`src/rtl/core/gbfp_pkg.sv`:
```
`default_nettype none
package gbfp_pkg;

   typedef logic [7:0]  byte_type;
   typedef logic [15:0] word_type;
   typedef logic [1:0]  status_type;
   typedef logic        kind_type;

   localparam byte_type SYNC_FIRST  = 8'hB5;
   localparam byte_type SYNC_SECOND = 8'h62;

   localparam word_type MAX_LEN_RESET = 16'd512;

   localparam kind_type KIND_PAYLOAD = 1'b0;
   localparam kind_type KIND_VERDICT = 1'b1;

   localparam status_type STATUS_OK      = 2'd0;
   localparam status_type STATUS_BAD_SUM = 2'd1;
   localparam status_type STATUS_TOO_LONG = 2'd2;

   typedef enum logic [8:0] {
      PH_HUNT    = 9'b000000001,
      PH_SYNC2   = 9'b000000010,
      PH_CLASS   = 9'b000000100,
      PH_ID      = 9'b000001000,
      PH_LEN_LO  = 9'b000010000,
      PH_LEN_HI  = 9'b000100000,
      PH_PAYLOAD = 9'b001000000,
      PH_CK_A    = 9'b010000000,
      PH_CK_B    = 9'b100000000
   } phase_type;

endpackage
`default_nettype wire

```
`src/rtl/core/gbfp_req_if.sv`:
```
`default_nettype none
interface gbfp_req_if;
   logic                valid;
   logic                ready;
   gbfp_pkg::byte_type  data_byte;

   modport source (output valid, output data_byte, input ready);
   modport sink (input valid, input data_byte, output ready);
endinterface
`default_nettype wire

```
`src/rtl/core/gbfp_rsp_if.sv`:
```
`default_nettype none
interface gbfp_rsp_if;
   logic                  valid;
   logic                  ready;
   gbfp_pkg::kind_type    kind;
   gbfp_pkg::byte_type    payload_byte;
   gbfp_pkg::word_type    payload_index;
   gbfp_pkg::byte_type    msg_class;
   gbfp_pkg::byte_type    msg_id;
   gbfp_pkg::word_type    payload_length;
   gbfp_pkg::status_type  status;

   modport source (output valid, output kind, output payload_byte, output payload_index,
                   output msg_class, output msg_id, output payload_length,
                   output status, input ready);
   modport sink (input valid, input kind, input payload_byte, input payload_index,
                 input msg_class, input msg_id, input payload_length,
                 input status, output ready);
endinterface
`default_nettype wire

```
`src/rtl/core/gnss_binary_frame_parser.sv`:
```
// Binary GNSS frame parser with 8-bit Fletcher check.
// req_bus carries one raw stream byte per beat. The parser hunts for the
// sync pair B5 62, captures class, id and the little-endian payload length,
// then emits one rsp_bus beat per payload byte (kind 0, with its index) and
// one verdict beat (kind 1): at frame end ok or checksum mismatch, or after the
// length bytes a length above the maximum payload length. No other beats.
// Each accepted byte is handled in the cycle it is accepted; its result, if
// any, sits in the output register and is valid on the next cycle. The
// parser takes one byte per cycle while the receiver keeps taking results.
// req_bus.ready is high while the output register is empty or being taken
// in the same cycle; when the receiver stalls with a result waiting, input
// stops until that beat is taken. No result is lost or dropped.
// csr_wr_en writes the maximum payload length; write it only while idle.
// Synchronous reset returns the parser to hunting, empties the output
// register and sets the maximum payload length to 512.
`default_nettype none
module gnss_binary_frame_parser (
   input  wire logic                 clock,
   input  wire logic                 reset,
   gbfp_req_if.sink                  req_bus,
   gbfp_rsp_if.source                rsp_bus,
   input  wire logic                 csr_wr_en,
   input  wire gbfp_pkg::word_type   csr_wr_data
);
   import gbfp_pkg::*;

   phase_type  phase_ff, phase_in;
   byte_type   class_ff, class_in;
   byte_type   id_ff, id_in;
   word_type   length_ff, length_in;
   word_type   count_ff, count_in;
   byte_type   sum_a_ff, sum_a_in;
   byte_type   sum_b_ff, sum_b_in;
   byte_type   check_a_ff, check_a_in;
   word_type   max_len_ff;

   logic       out_valid_ff, out_valid_in;
   kind_type   out_kind_ff, out_kind_in;
   byte_type   out_byte_ff, out_byte_in;
   word_type   out_index_ff, out_index_in;
   byte_type   out_class_ff, out_class_in;
   byte_type   out_id_ff, out_id_in;
   word_type   out_length_ff, out_length_in;
   status_type out_status_ff, out_status_in;

   logic       accept;
   logic       emit;
   byte_type   b;
   byte_type   add_a;
   byte_type   add_b;
   word_type   count_next;

   assign req_bus.ready = !out_valid_ff || rsp_bus.ready;
   assign accept        = req_bus.valid && req_bus.ready;
   assign b             = req_bus.data_byte;
   assign add_a         = sum_a_ff + b;
   assign add_b         = sum_b_ff + add_a;
   assign count_next    = count_ff + 16'd1;

   always_comb begin
      phase_in     = phase_ff;
      class_in     = class_ff;
      id_in        = id_ff;
      length_in    = length_ff;
      count_in     = count_ff;
      sum_a_in     = sum_a_ff;
      sum_b_in     = sum_b_ff;
      check_a_in   = check_a_ff;
      emit         = 1'b0;
      out_kind_in  = KIND_VERDICT;
      out_byte_in  = '0;
      out_index_in = '0;
      out_status_in = STATUS_OK;
      case (phase_ff)
         PH_SYNC2: begin
            sum_a_in = '0;
            sum_b_in = '0;
            phase_in = (b == SYNC_SECOND) ? PH_CLASS : PH_HUNT;
         end
         PH_CLASS: begin
            class_in = b;
            sum_a_in = add_a;
            sum_b_in = add_b;
            phase_in = PH_ID;
         end
         PH_ID: begin
            id_in    = b;
            sum_a_in = add_a;
            sum_b_in = add_b;
            phase_in = PH_LEN_LO;
         end
         PH_LEN_LO: begin
            length_in = {8'd0, b};
            sum_a_in  = add_a;
            sum_b_in  = add_b;
            phase_in  = PH_LEN_HI;
         end
         PH_LEN_HI: begin
            length_in = {b, length_ff[7:0]};
            sum_a_in  = add_a;
            sum_b_in  = add_b;
            count_in  = '0;
            if (length_in > max_len_ff) begin
               emit          = 1'b1;
               out_status_in = STATUS_TOO_LONG;
               phase_in      = PH_HUNT;
            end else if (length_in == '0) begin
               phase_in = PH_CK_A;
            end else begin
               phase_in = PH_PAYLOAD;
            end
         end
         PH_PAYLOAD: begin
            sum_a_in     = add_a;
            sum_b_in     = add_b;
            emit         = 1'b1;
            out_kind_in  = KIND_PAYLOAD;
            out_byte_in  = b;
            out_index_in = count_ff;
            count_in     = count_next;
            if (count_next >= length_ff) begin
               phase_in = PH_CK_A;
            end
         end
         PH_CK_A: begin
            check_a_in = b;
            phase_in   = PH_CK_B;
         end
         PH_CK_B: begin
            emit          = 1'b1;
            out_status_in = ((check_a_ff == sum_a_ff) && (b == sum_b_ff)) ?
                            STATUS_OK : STATUS_BAD_SUM;
            phase_in      = PH_HUNT;
         end
         default: begin
            // hunting, and any unexpected phase code
            phase_in = (b == SYNC_FIRST) ? PH_SYNC2 : PH_HUNT;
         end
      endcase
      out_class_in  = class_in;
      out_id_in     = id_in;
      out_length_in = length_in;
      if (accept) begin
         out_valid_in = emit;
      end else begin
         out_valid_in = out_valid_ff && !rsp_bus.ready;
      end
   end

   always_ff @(posedge clock) begin
      if (reset) begin
         phase_ff     <= PH_HUNT;
         out_valid_ff <= 1'b0;
         max_len_ff   <= MAX_LEN_RESET;
      end else begin
         out_valid_ff <= out_valid_in;
         if (accept) begin
            phase_ff <= phase_in;
         end
         if (csr_wr_en) begin
            max_len_ff <= csr_wr_data;
         end
      end
   end

   always_ff @(posedge clock) begin
      if (accept) begin
         class_ff   <= class_in;
         id_ff      <= id_in;
         length_ff  <= length_in;
         count_ff   <= count_in;
         sum_a_ff   <= sum_a_in;
         sum_b_ff   <= sum_b_in;
         check_a_ff <= check_a_in;
      end
      if (accept && emit) begin
         out_kind_ff   <= out_kind_in;
         out_byte_ff   <= out_byte_in;
         out_index_ff  <= out_index_in;
         out_class_ff  <= out_class_in;
         out_id_ff     <= out_id_in;
         out_length_ff <= out_length_in;
         out_status_ff <= out_status_in;
      end
   end

   assign rsp_bus.valid          = out_valid_ff;
   assign rsp_bus.kind           = out_kind_ff;
   assign rsp_bus.payload_byte   = out_byte_ff;
   assign rsp_bus.payload_index  = out_index_ff;
   assign rsp_bus.msg_class      = out_class_ff;
   assign rsp_bus.msg_id         = out_id_ff;
   assign rsp_bus.payload_length = out_length_ff;
   assign rsp_bus.status         = out_status_ff;

endmodule
`default_nettype wire
```
`src/flat_wrapper.sv`:
```
// flat-port wrapper written by rule: the top's interface ports become plain ports
module gnss_binary_frame_parser_flat import gbfp_pkg::*;
  (clock, reset, csr_wr_en, csr_wr_data, req_bus_valid, req_bus_data_byte, req_bus_ready, rsp_bus_valid, rsp_bus_kind, rsp_bus_payload_byte, rsp_bus_payload_index, rsp_bus_msg_class, rsp_bus_msg_id, rsp_bus_payload_length, rsp_bus_status, rsp_bus_ready);
  gbfp_req_if req_bus_i ();
  gbfp_rsp_if rsp_bus_i ();
  input  wire logic clock;
  input  wire logic reset;
  input  wire logic csr_wr_en;
  input  wire gbfp_pkg::word_type csr_wr_data;
  input wire logic [$bits(req_bus_i.valid)-1:0] req_bus_valid;
  input wire logic [$bits(req_bus_i.data_byte)-1:0] req_bus_data_byte;
  output wire logic [$bits(req_bus_i.ready)-1:0] req_bus_ready;
  output wire logic [$bits(rsp_bus_i.valid)-1:0] rsp_bus_valid;
  output wire logic [$bits(rsp_bus_i.kind)-1:0] rsp_bus_kind;
  output wire logic [$bits(rsp_bus_i.payload_byte)-1:0] rsp_bus_payload_byte;
  output wire logic [$bits(rsp_bus_i.payload_index)-1:0] rsp_bus_payload_index;
  output wire logic [$bits(rsp_bus_i.msg_class)-1:0] rsp_bus_msg_class;
  output wire logic [$bits(rsp_bus_i.msg_id)-1:0] rsp_bus_msg_id;
  output wire logic [$bits(rsp_bus_i.payload_length)-1:0] rsp_bus_payload_length;
  output wire logic [$bits(rsp_bus_i.status)-1:0] rsp_bus_status;
  input wire logic [$bits(rsp_bus_i.ready)-1:0] rsp_bus_ready;
  assign req_bus_i.valid = req_bus_valid;
  assign req_bus_i.data_byte = req_bus_data_byte;
  assign req_bus_ready = req_bus_i.ready;
  assign rsp_bus_valid = rsp_bus_i.valid;
  assign rsp_bus_kind = rsp_bus_i.kind;
  assign rsp_bus_payload_byte = rsp_bus_i.payload_byte;
  assign rsp_bus_payload_index = rsp_bus_i.payload_index;
  assign rsp_bus_msg_class = rsp_bus_i.msg_class;
  assign rsp_bus_msg_id = rsp_bus_i.msg_id;
  assign rsp_bus_payload_length = rsp_bus_i.payload_length;
  assign rsp_bus_status = rsp_bus_i.status;
  assign rsp_bus_i.ready = rsp_bus_ready;
  gnss_binary_frame_parser u_core (.clock(clock), .reset(reset), .req_bus(req_bus_i), .rsp_bus(rsp_bus_i), .csr_wr_en(csr_wr_en), .csr_wr_data(csr_wr_data));
endmodule
```
`config.mk`:
```
export PLATFORM = sky130hd
export DESIGN_NAME = gnss_binary_frame_parser_flat
export DESIGN_NICKNAME = d
export VERILOG_FILES = /design/src/rtl/core/gbfp_pkg.sv /design/src/rtl/core/gbfp_req_if.sv /design/src/rtl/core/gbfp_rsp_if.sv /design/src/rtl/core/gnss_binary_frame_parser.sv /design/src/flat_wrapper.sv
export SDC_FILE = /design/constraint.sdc
export NUM_CORES = 1
export LEC_CHECK = 0
export BUFFER_PORTS_ARGS = -buffer_cell sky130_fd_sc_hd__buf_4
export CORE_UTILIZATION = 50
export CTS_CLUSTER_SIZE = 16
export DETAILED_ROUTE_END_ITERATION = 10
export PLACE_DENSITY = 0.7
export SYNTH_ARGS = -nofsm -noshare
export SYNTH_HDL_FRONTEND = slang
export SYNTH_SLANG_ARGS = --single-unit
export TNS_END_PERCENT = 50
```
`constraint.sdc`:
```
create_clock -name clock -period 6.3 [get_ports clock]
set_input_delay 0.63 -clock clock [delete_from_list [all_inputs] [get_ports clock]]
set_output_delay 0.63 -clock clock [all_outputs]
set_load 0.05 [all_outputs]
```
==> impl_metrics.yaml <==
pwr:
  p_per_area_nw_per_um2: 253
  p_leak_nw: 3.58
  vdd_drop_max_uv: 187
layout:
  multi_input_area_um2: 3050
  nets: 806
  antenna_cells: 0
  fin_util_pct: 60.6
  drive_gt1_share_pct: 20.4
  fin_area_um2: 9210
  fin_cells: 929
  fillCellCount: 1232
  synthToLayoutAreaGrowth_pct: 18.6
  seq_area_um2: 4450
placement:
  dp.cells: 897
  pre_cts_slack_ns: 2.27
  place_hpwl_mm: 11.9
  gp_congestion: 0.863
  place_area_um2: 8610
  io_buffers: 89
critical_path:
  crit_path_cell_trace: "inv_1 -> ha_1 -> nand4_1 -> nor4_1 -> a21boi_0 -> o31a_1 -> nand2_1 -> a21oi_4 -> buf_4"
  worstSetupStartpointType: "flop"
  cp.required_ns: 6.38
  critPathKind: "reg2reg"
  crit_path_end_kind: "flop"
  cp_top_family: "compound AO/OA/AOI/OAI gates"
  cp_slowest_cell: "a21oi_4"
  arrival_ns: 3.66
  path_buf_inv: 2
  cp_slowest_stage_delay_ns: 0.88
  crit_fanout: 31
die:
  num_rows: 45
  start_util_pct: 51.1
  die_area_um2: 16000
  fp.dieW_um: 127
  die_h_um: 127
  num_io_pins: 90
  core_area_um2: 15200
synthesis:
  ys_warn_count: 0
  async_flop_share_pct: 0
  synth_area_leaders: "edfxtp_1 (51%), ha_1 (7.6%), dfxtp_1 (6.7%)"
  synth-seq-area-share_pct: 57.4
  synth-seq-cells: 157
  synth_top_area_share_pct: 50.7
  yosysMostFrequentCell: "edfxtp_1"
  syn_inst: 641
  yosys_most_used_dff: "edfxtp_1"
  synth_edf_count: 131
  syn_nets: 719
  yosys-top-cells-count: "edfxtp_1 (131), and2_1 (48), ha_1 (47)"
  synth_area_um2: 7760
  synth.avg_cell_area_um2: 12.1
  ys_types: 59
  synth_top_area_cell: "edfxtp_1"
global_routing:
  grt_pass1_vias: 5239
  grt_max_degree: 40
  grt_overflow_total: 0
  grt_pass1_wl_mm: 26.8
  gr-usage-all-layers_pct: 22.1
  antenna_found_initial: 0
sta:
  post-route-min-period_ns: 3.57
  hold_viol: 0
  setup_tns_ns: 0
  fin_crit_sh_pct: 56.7
  setup_ws_ns: 2.73
  setup_viol: 0
  worst_pin_slew_ns: 1.06
  timing.fmax_mhz: 280
  max_slew_margin_pct: 29.5
  rsz0062_at_grt: "false"
  maxSlewViolCount: 0
  fin_skew_ns: 0.0147
route:
  dr.pass1.iters: 5
  wl_per_cell_um: 17.9
  drtAntennaViolNets: 0
  viasPerCell: 5.61
  drtIter0Drc: 414
  routed_wl_mm: 16.7
  drc: 0
  vias: 5209
clock_tree:
  max-clock-path-buffers: 2
  tritoncts: "yes"
  htree_levels: 4
  cts_setup_buffers: 0
  postCtsHoldBufs: 0
  cts_root_buf: "clkbuf_16"
  cts_made_buffers: 17
  cts.sinks: 157
  clk_pin_slew_ns: 0.06
  ctsResizeCount: 0
  clkLatencyLatePin_ns: 0.43
run:
  maxCapViolations: 0
status:
  status: "finished clean"
worst_hold_path:
  min_path_type: "in2reg"
[path summary, 6_finish.rpt]
path / from / end / slack, ns / depth (start not counted)
setup / recovery: u_core.max_len_ff[13]$_SDFFE_PP0P_ / u_core.rsp_bus.msg_class[5]$_DFFE_PP_ / 2.73 / 9
hold / removal: csr_wr_data[9] / u_core.max_len_ff[9]$_SDFFE_PP1P_ / 0.42 / 3
setup reg to reg: u_core.max_len_ff[13]$_SDFFE_PP0P_ / u_core.rsp_bus.msg_class[5]$_DFFE_PP_ / 2.73 / 9
hold reg to reg: u_core.max_len_ff[9]$_SDFFE_PP1P_ / u_core.max_len_ff[9]$_SDFFE_PP1P_ / 0.50 / 2
[report_power, final]
part           internal [mW]  switching (mW)
logic                 0.0637          0.0851
registers               1.14          0.0109
clock network          0.620           0.411
[tightest hold or removal path, stage by stage]
cell	delay, ns
buf_4	0.07
nand2_1	0.05
o211ai_1	0.07
[layout make-up]
cell class,instances,share of cell area (%)
Sequential cell,157,48.4
Multi-Input combinational cell,414,33.2
Timing Repair Buffer,92,7.50
Clock buffer,17,4.62
Tap cell,188,2.56
Clock inverter,15,1.89
Inverter,46,1.88
[sequential cells by signal, indices dropped and copies added, names as in the netlist]
name / count
u_core.check_a_ff: 8
u_core.class_ff: 8
u_core.count_ff: 16
u_core.id_ff: 8
u_core.length_ff: 16
u_core.max_len_ff: 16
u_core.phase_ff: 9
u_core.rsp_bus.kind: 1
u_core.rsp_bus.msg_class: 8
u_core.rsp_bus.msg_id: 8
u_core.rsp_bus.payload_byte: 8
u_core.rsp_bus.payload_index: 16
u_core.rsp_bus.payload_length: 16
u_core.rsp_bus.status: 2
u_core.rsp_bus.valid: 1
u_core.sum_a_ff: 8
u_core.sum_b_ff: 8
[logic make-up (layout without fill, tap and decap cells)]
logic type	count (synthesis)	count (layout)	share of synthesized area, %
mux	29	29	3.96
flops	157	157	57.4
xor+xnor	44	44	4.96
fa+ha+maj	49	49	8.09
compound gates	90	90	7.78
buf+inv	70	170	3.48
simple gates	202	202	14.3
[through the flow]
| stage | hold slack (ns) | power [mW] |
|---|---|---|
| 2_1_floorplan | 0.459 | 1.27 |
| 3_3_place_gp | 0.480 | 1.31 |
| 3_5_place_dp | 0.494 | 1.32 |
| 4_1_cts | 0.412 | 2.34 |
| 5_1_grt | 0.443 | 2.41 |
| 6_report | 0.422 | 2.33 |
[placed cells by master, fill, tap and decap left out, drive strengths merged, types with 3 or more instances in the layout]
| cell | n |
|---|---|
| nand4 | 14 |
| and2 | 48 |
| nand2 | 29 |
| edfxtp | 131 |
| mux2i | 15 |
| a22o | 8 |
| ha | 47 |
| o21a | 3 |
| o211ai | 5 |
| a21boi | 3 |
| bufinv | 3 |
| nor2b | 3 |
| nor3 | 13 |
| o21ai | 27 |
| nor3b | 3 |
| buf | 92 |
| and3 | 10 |
| xor2 | 15 |
| nand4b | 3 |
| mux2 | 14 |
| or3 | 5 |
| a21oi | 27 |
| clkinvlp | 4 |
| clkinv | 9 |
| dfxtp | 26 |
| nor2 | 41 |
| inv | 45 |
| nand3 | 16 |
| nor4 | 9 |
| clkbuf | 17 |
| xnor2 | 29 |
[routing by layer]
layer,up-vias,part of all wire [%],global-route usage (%)
met4,0,1.9,8.43
met1,2509,45,28.7
met5,-,0,0
met3,28,5.2,5.06
met2,172,48,36.1
li1,2500,-,-
No activity file was read; power rests on OpenSTA's default activity.
